**config.mk**
```make
export PLATFORM = sky130hd
export DESIGN_NAME = lru_key_value_cache
export DESIGN_NICKNAME = d
export VERILOG_FILES = /design/src/rtl/lkvc_pkg.sv /design/src/rtl/lru_key_value_cache.sv
export SDC_FILE = /design/constraint.sdc
export NUM_CORES = 2
export LEC_CHECK = 0
export CAP_MARGIN = 0
export CORE_ASPECT_RATIO = 0.5
export CORE_UTILIZATION = 35
export CTS_CLUSTER_DIAMETER = 40
export DETAILED_ROUTE_END_ITERATION = 16
export DONT_BUFFER_PORTS = 1
export PLACE_DENSITY_LB_ADDON = 0.2
export SLEW_MARGIN = 20
export SYNTH_ARGS = -nofsm -noshare
export SYNTH_HDL_FRONTEND = slang
export SYNTH_SLANG_ARGS = --single-unit
```
**constraint.sdc**
```tcl
create_clock -name i_clk -period 9.09 [get_ports i_clk]
set_input_delay 0.4545 -clock i_clk [delete_from_list [all_inputs] [get_ports i_clk]]
set_output_delay 0.4545 -clock i_clk [all_outputs]
set_load 0.1 [all_outputs]
```
**src/rtl/lkvc_pkg.sv**
```systemverilog
`timescale 1ns / 1ps
// lkvc_pkg: operation codes and fixed field widths for the LRU key-value cache.
// Used by lru_key_value_cache and lkvc_checker; depends on nothing.
package lkvc_pkg;

    // Operation carried by each input transfer
    typedef enum logic [1:0] {
        MODE_GET   = 2'd0,
        MODE_PUT   = 2'd1,
        MODE_CLEAR = 2'd2,
        MODE_PROBE = 2'd3
    } t_mode;

    localparam int MODE_W = 2;
    localparam int CAP_W  = 5;
    localparam int OCC_W  = 5;

    localparam logic [CAP_W-1:0] CAPACITY_RESET = 5'd10;

    // Bit positions of the flags in the result tuser
    localparam int UF_HIT     = 0;
    localparam int UF_EVICTED = 1;
    localparam int OUT_USER_W = 2;

endpackage

```
**src/rtl/lru_key_value_cache.sv**
```systemverilog
`timescale 1ns / 1ps
// lru_key_value_cache: fully associative key-value store with LRU replacement.
// Depends on lkvc_pkg for operation codes and fixed field widths.
//
//  channel   | direction | tdata (low bit first)                        | tuser
//  ----------+-----------+----------------------------------------------+--------------
//  s_axis    | in        | key, write_value, zero fill                  | mode
//  m_axis    | out       | read_value, evicted_key, occupancy, is_full  | hit, evicted
//  cfg       | in        | i_cfg_wdata = capacity (no handshake)        | -
//
//  One transfer per cycle sustained while results are taken: an input register feeds a single
//  pass of tag compare, age-rank update and slot pick (all entries in parallel), and the
//  result register holds the answer.
//  Synchronous active-low reset empties the store and sets capacity to 10.
//  A stalled result holds the pipe; the input register still takes one transfer meanwhile.
module lru_key_value_cache #(
    parameter int ENTRIES    = 16,
    parameter int KEY_BITS   = 32,
    parameter int VALUE_BITS = 32,
    localparam int IN_W      = ((KEY_BITS + VALUE_BITS + 7) / 8) * 8,
    localparam int OUT_W     = ((VALUE_BITS + KEY_BITS + lkvc_pkg::OCC_W + 1 + 7) / 8) * 8
) (
    input  logic                            i_clk,
    input  logic                            i_rst_n,
    // capacity register write
    input  logic                            i_cfg_we,
    input  logic [lkvc_pkg::CAP_W-1:0]      i_cfg_wdata,
    // input stream
    input  logic                            s_axis_tvalid,
    output logic                            s_axis_tready,
    input  logic [IN_W-1:0]                 s_axis_tdata,  // key, write_value
    input  logic [lkvc_pkg::MODE_W-1:0]     s_axis_tuser,  // mode
    // result stream
    output logic                            m_axis_tvalid,
    input  logic                            m_axis_tready,
    output logic [OUT_W-1:0]                m_axis_tdata,  // read_value, evicted_key,
                                                           // occupancy, is_full
    output logic [lkvc_pkg::OUT_USER_W-1:0] m_axis_tuser   // hit, evicted
);

    localparam int RW    = $clog2(ENTRIES);
    localparam int CW    = $clog2(ENTRIES + 1);
    localparam int CMP_W = (CW > lkvc_pkg::CAP_W) ? CW : lkvc_pkg::CAP_W;

    // Configuration
    logic [lkvc_pkg::CAP_W-1:0] r_capacity;

    // Input register
    logic                  r_in_valid;
    lkvc_pkg::t_mode       r_in_mode;
    logic [KEY_BITS-1:0]   r_in_key;
    logic [VALUE_BITS-1:0] r_in_value;

    // Store
    logic [ENTRIES-1:0]    r_valid, n_valid;
    logic [RW-1:0]         r_rank [ENTRIES], n_rank [ENTRIES];
    logic [CW-1:0]         r_count, n_count;
    logic [KEY_BITS-1:0]   r_key [ENTRIES];
    logic [VALUE_BITS-1:0] r_value [ENTRIES];

    // Result register
    logic                  r_out_valid;
    logic                  r_out_hit, n_out_hit;
    logic                  r_out_evicted, n_out_evicted;
    logic [VALUE_BITS-1:0] r_out_rd, n_out_rd;
    logic [KEY_BITS-1:0]   r_out_evk, n_out_evk;
    logic [lkvc_pkg::OCC_W-1:0] r_out_occ, n_out_occ;
    logic                  r_out_full, n_out_full;

    // Lookup terms
    logic                  advance;
    logic [ENTRIES-1:0]    hit_oh, free_oh, old_oh, touch_oh, ins_oh, wr_oh;
    logic [RW-1:0]         hit_idx, old_idx, touch_rank, cnt_m1;
    logic                  any_hit, has_room;
    logic                  do_touch, do_insert, do_clear;
    logic [CMP_W-1:0]      cap_ext, cap_eff, cnt_ext, n_cnt_ext;

    assign advance       = r_in_valid && (!r_out_valid || m_axis_tready);
    assign s_axis_tready = !r_in_valid || advance;

    // Clamp capacity to 1..ENTRIES
    assign cap_ext = CMP_W'(r_capacity);
    always_comb begin
        priority if (r_capacity == '0) begin
            cap_eff = CMP_W'(1);
        end else if (cap_ext > CMP_W'(ENTRIES)) begin
            cap_eff = CMP_W'(ENTRIES);
        end else begin
            cap_eff = cap_ext;
        end
    end

    assign cnt_ext  = CMP_W'(r_count);
    assign has_room = cnt_ext < cap_eff;
    assign cnt_m1   = RW'(r_count - CW'(1));

    // Parallel tag compare, free slot and least recent slot
    assign free_oh = ~r_valid & (~(~r_valid) + ENTRIES'(1));
    always_comb begin
        hit_idx = '0;
        old_idx = '0;
        for (int i = 0; i < ENTRIES; i++) begin
            hit_oh[i] = r_valid[i] && (r_key[i] == r_in_key);
            old_oh[i] = r_valid[i] && (r_rank[i] == cnt_m1);
            if (hit_oh[i]) hit_idx |= RW'(i);
            if (old_oh[i]) old_idx |= RW'(i);
        end
        any_hit = |hit_oh;
    end

    // Pick the operation on the store
    always_comb begin
        do_clear      = 1'b0;
        do_touch      = 1'b0;
        do_insert     = 1'b0;
        touch_oh      = '0;
        ins_oh        = '0;
        wr_oh         = '0;
        n_out_hit     = 1'b0;
        n_out_evicted = 1'b0;
        n_out_rd      = '0;
        n_out_evk     = '0;
        unique case (r_in_mode)
            lkvc_pkg::MODE_CLEAR: begin
                do_clear = advance;
            end
            lkvc_pkg::MODE_GET: begin
                n_out_hit = any_hit;
                if (any_hit) begin
                    n_out_rd = r_value[hit_idx];
                    do_touch = advance;
                    touch_oh = hit_oh;
                end
            end
            lkvc_pkg::MODE_PROBE: begin
                n_out_hit = any_hit;
                if (any_hit) n_out_rd = r_value[hit_idx];
            end
            lkvc_pkg::MODE_PUT: begin
                n_out_hit = any_hit;
                if (any_hit) begin
                    do_touch = advance;
                    touch_oh = hit_oh;
                    wr_oh    = advance ? hit_oh : '0;
                end else if (has_room) begin
                    do_insert = advance;
                    ins_oh    = free_oh;
                    wr_oh     = advance ? free_oh : '0;
                end else begin
                    n_out_evicted = 1'b1;
                    n_out_evk     = r_key[old_idx];
                    do_touch      = advance;
                    touch_oh      = old_oh;
                    wr_oh         = advance ? old_oh : '0;
                end
            end
            default: begin
                do_clear = 1'b0;
            end
        endcase
    end

    // Rank of the slot being made most recent
    always_comb begin
        touch_rank = '0;
        for (int i = 0; i < ENTRIES; i++) begin
            if (touch_oh[i]) touch_rank |= r_rank[i];
        end
    end

    // Update valid bits, age ranks and count
    always_comb begin
        n_valid = r_valid;
        n_count = r_count;
        for (int i = 0; i < ENTRIES; i++) begin
            n_rank[i] = r_rank[i];
            if (do_clear) begin
                n_valid[i] = 1'b0;
                n_rank[i]  = '0;
            end else if (do_insert) begin
                if (ins_oh[i]) begin
                    n_valid[i] = 1'b1;
                    n_rank[i]  = '0;
                end else if (r_valid[i]) begin
                    n_rank[i] = r_rank[i] + RW'(1);
                end
            end else if (do_touch) begin
                if (touch_oh[i]) begin
                    n_rank[i] = '0;
                end else if (r_valid[i] && (r_rank[i] < touch_rank)) begin
                    n_rank[i] = r_rank[i] + RW'(1);
                end
            end
        end
        if (do_clear) begin
            n_count = '0;
        end else if (do_insert) begin
            n_count = r_count + CW'(1);
        end
    end

    assign n_cnt_ext  = CMP_W'(n_count);
    assign n_out_occ  = lkvc_pkg::OCC_W'(n_count);
    assign n_out_full = n_cnt_ext >= cap_eff;

    // Capacity register
    always_ff @(posedge i_clk) begin
        if (!i_rst_n) begin
            r_capacity <= lkvc_pkg::CAPACITY_RESET;
        end else if (i_cfg_we) begin
            r_capacity <= i_cfg_wdata;
        end
    end

    // Input register control
    always_ff @(posedge i_clk) begin
        if (!i_rst_n) begin
            r_in_valid <= 1'b0;
        end else if (s_axis_tready) begin
            r_in_valid <= s_axis_tvalid;
        end
    end

    // Input register payload
    always_ff @(posedge i_clk) begin
        if (s_axis_tready && s_axis_tvalid) begin
            r_in_mode  <= lkvc_pkg::t_mode'(s_axis_tuser);
            r_in_key   <= s_axis_tdata[KEY_BITS-1:0];
            r_in_value <= s_axis_tdata[KEY_BITS+VALUE_BITS-1:KEY_BITS];
        end
    end

    // Store control state
    always_ff @(posedge i_clk) begin
        if (!i_rst_n) begin
            r_valid <= '0;
            r_count <= '0;
            for (int i = 0; i < ENTRIES; i++) r_rank[i] <= '0;
        end else begin
            r_valid <= n_valid;
            r_count <= n_count;
            for (int i = 0; i < ENTRIES; i++) r_rank[i] <= n_rank[i];
        end
    end

    // Store keys and values
    always_ff @(posedge i_clk) begin
        for (int i = 0; i < ENTRIES; i++) begin
            if (wr_oh[i]) begin
                r_key[i]   <= r_in_key;
                r_value[i] <= r_in_value;
            end
        end
    end

    // Result register control
    always_ff @(posedge i_clk) begin
        if (!i_rst_n) begin
            r_out_valid <= 1'b0;
        end else if (advance) begin
            r_out_valid <= 1'b1;
        end else if (m_axis_tready) begin
            r_out_valid <= 1'b0;
        end
    end

    // Result register payload
    always_ff @(posedge i_clk) begin
        if (advance) begin
            r_out_hit     <= n_out_hit;
            r_out_evicted <= n_out_evicted;
            r_out_rd      <= n_out_rd;
            r_out_evk     <= n_out_evk;
            r_out_occ     <= n_out_occ;
            r_out_full    <= n_out_full;
        end
    end

    assign m_axis_tvalid = r_out_valid;
    assign m_axis_tdata  = OUT_W'({r_out_full, r_out_occ, r_out_evk, r_out_rd});
    always_comb begin
        m_axis_tuser                       = '0;
        m_axis_tuser[lkvc_pkg::UF_HIT]     = r_out_hit;
        m_axis_tuser[lkvc_pkg::UF_EVICTED] = r_out_evicted;
    end

endmodule

```
==> results.cfg <==
[run_status]
outcome = complete, no violations

[flow_run]
max-cap-violations = 0

[clock_network]
clk_pin_slew_ns = 0.06
cts_sinks = 1254
postCtsSetupRepairBufs = 0
cts-root-buf = clkbuf_16
worstSkewPairLatency_ns = 0.81
cts_tree = done
clock_path_buffers = 4
cts_hold_buf = 78
numCtsBuffers = 157
postCtsResizedCells = 0
htreeDepth = 4

[logic_synthesis]
syn_inst = 5029
ys_ff_latch = 1254
synth_common_cells = 1162 x edfxtp_1, 469 x nand2_1, 385 x xnor2_1
synthFlopType = edfxtp_1
synth-edff-count = 1162
syn_area_um2 = 61200
ys_types = 86
ys_top_cells_by_area = edfxtp_1 57%, xnor2_1 5.5%, a211oi_1 4.0%
ys_warn_count = 0
syn_avg_cell_area_um2 = 12.2
ys_seq_area_frac = 0.600
yosysTopAreaCell = edfxtp_1
yosysTopAreaCellShare = 0.570
synthArstFlopShare = 0
synth.most_common_cell = edfxtp_1

[power]
switching_share = 0.242
ir_drop_mv = 0.125
p_clk_frac = 0.462
p_sw_mw = 3.18
power_density_nw_per_um2 = 187
power.share.combinational = 0.041
p_leak_nw = 23.1
seq_power_share = 0.497
internal_power_mw = 9.96

[cells_and_area]
fillCellCount = 16300
final_nets = 5258
seqCellArea_um2 = 36700
syn_to_final_growth_pct = 14.8
layout-drive-gt1-share = 0.102
multi_input_area_um2 = 23100
design_area_um2 = 70200

[timing]
fmax_ghz = 0.128
finalHoldViolations = 0
slew_violations = 0
worst_pin_slew_ns = 1.25
finalCritPeriodShare = 0.858
setup_violations = 0
relSlewSlack = 0.162
final.min_clock_period_ns = 7.80
clock_skew_ns = 0.0722
rsz0062_at_grt = no
finalSetupTns_ns = 0

[floorplanning]
pin_count = 152
num_rows = 108
die-area_um2 = 177000
fp.dieH_um = 298
die_w_um = 593
start_util = 0.353
core_area_um2 = 174000

[critical_path]
crit_required_ns = 9.78
worstSetupPathType = reg -> reg
cp.arrival_ns = 8.48
cp-start-kind = register
path_max_fanout = 13
end_kind = register

[global_route]
grt_pass1_vias = 41900
overflow = 0
grt_max_degree = 256
antenna_found_initial = 24
gr-usage-all-layers = 0.267
grt_pass1_wl_mm = 334

[place]
dpl.hpwl_mm = 166
port_buffers = 0
dpl_cell_area_um2 = 64500
gp_congestion = 1.02

[worst_hold_path]
hold_path_class = in -> reg

[drt]
initialDrtViolationCount = 5894
num_vias = 44800
drcViolationCount = 0
wl_mm = 242
dr.pass1.iters = 7
wire_per_inst_um = 32.1
viasPerCell = 5.94
ant_nets = 0
==> state kept, by name, summed over array words and instances (netlist names), 2 cells and up <==
signal,flops
r_rank,64
r_valid,16
r_value,512
r_out_rd,32
r_key,512
r_in_value,32
cnt_ext,5
r_in_key,32
r_out_evk,32
cap_ext,5
r_in_mode,2
r_out_occ,5
==> routing by layer <==
layer	wire (um)	global-route usage
met3	24500	0.0653
met4	6210	0.0640
met2	101000	0.384
met5	85	0
met1	109000	0.400
==> power groups by stage <==
stage               Sequential (mW)  Clock (mW)  Combinational [mW]
finish                         6.53        6.07               0.533
floorplan                      6.62           0               0.275
CTS                            6.53        6.17               0.517
global placement               6.65           0               0.482
global route                   6.54        6.39               0.548
detailed placement             6.65           0               0.482
==> through the flow <==
stage | util | hold slack [ns] | worst slack [ns] | total power [mW] | cells
2_1_floorplan | - | 0.466 | 1.42 | 6.89 | 5030
3_3_place_gp | 0.371 | 0.495 | 1.35 | 7.13 | 7175
3_5_place_dp | 0.372 | 0.499 | 1.73 | 7.14 | 7176
4_1_cts | 0.404 | 0.0736 | 1.66 | 13.2 | 7524
5_1_grt | 0.405 | 0.0760 | 1.22 | 13.5 | 7526
6_report | 0.405 | 0.113 | 1.29 | 13.1 | 7535
==> placed cells by master (no fill, tap or decap), drive strengths merged, types with 11 or more instances in the layout <==
cell	synthesis	layout
o31ai	18	18
inv	75	100
a22oi	16	16
a211oi	325	325
nand3	116	116
buf	123	167
mux2i	135	135
a21oi	218	218
nor3	72	72
nor2	196	196
o211ai	11	11
a311oi	65	65
and2	141	141
nor4	76	76
nand2	469	469
o2111ai	13	13
or4	29	29
a31oi	74	74
nor4b	14	14
xnor2	385	385
nand4	174	174
o21ai	124	124
nand2b	86	86
mux2	66	66
xor2	161	161
nor3b	13	13
edfxtp	1162	1162
nor2b	84	84
a21o	14	14
dlygate4sd3	0	78
clkinv	0	50
or3	14	14
o22ai	13	13
xnor3	11	11
ha	78	78
dfxtp	92	92
clkinvlp	0	11
clkbuf	207	178
and3	25	25
==> worst max-delay path, stage by stage (launching register included) <==
cell	delay, ns
edfxtp_1	0.61
xnor2_1	0.76
or4b_1	0.50
or4_1	0.53
nor3b_1	0.85
a2111oi_0	0.24
nand4_1	0.23
or2_2	0.34
inv_2	0.16
o2bb2ai_1	0.28
a222oi_1	0.49
nand3_1	0.14
a211oi_2	0.37
buf_4	0.31
ha_1	0.28
a21o_1	0.18
a21oi_1	0.13
o31ai_1	0.09
a21oi_1	0.17
nor3_1	0.07
or3_1	0.42
or3_1	0.36
a21oi_1	0.16
==> path summary, 6_finish.rpt <==
| check | from | endpoint | slack [ns] | cells after the start |
|---|---|---|---|---|
| max | r_in_key[4]$_DFFE_PP_ | r_rank[1][23]$_SDFFE_PP0P_ | 1.29 | 22 |
| min | s_axis_tvalid | r_in_key[26]$_DFFE_PP_ | 0.11 | 1 |
| max reg2reg | r_in_key[4]$_DFFE_PP_ | r_rank[1][23]$_SDFFE_PP0P_ | 1.29 | 22 |
| min reg2reg | r_in_valid$_SDFFE_PN0N_ | m_axis_tvalid$_SDFFE_PN0P_ | 0.54 | 1 |
==> kinds of logic (layout without fill, tap and decap cells) <==
| group | Yosys count | after routing | share of synthesized area |
|---|---|---|---|
| fa+ha+maj | 78 | 78 | 0.0159 |
| compound gates | 967 | 967 | 0.107 |
| simple gates | 1566 | 1566 | 0.133 |
| buf+inv | 405 | 590 | 0.0273 |
| xor+xnor | 557 | 557 | 0.0822 |
| flops | 1254 | 1254 | 0.600 |
| mux | 201 | 201 | 0.0342 |
| other cells | 1 | 12 | 0.0000613 |
==> cell type report <==
class                   instances  area share
inverters                      75     0.00401
multi-input cells            3371       0.329
flip-flops and latches       1254       0.523
clock inverters                92      0.0114
diodes                         10    0.000356
well taps                    2310      0.0412
repair buffers                245      0.0326
clock buffers                 178      0.0584
Note: power is estimated with default switching activity, not from simulation.
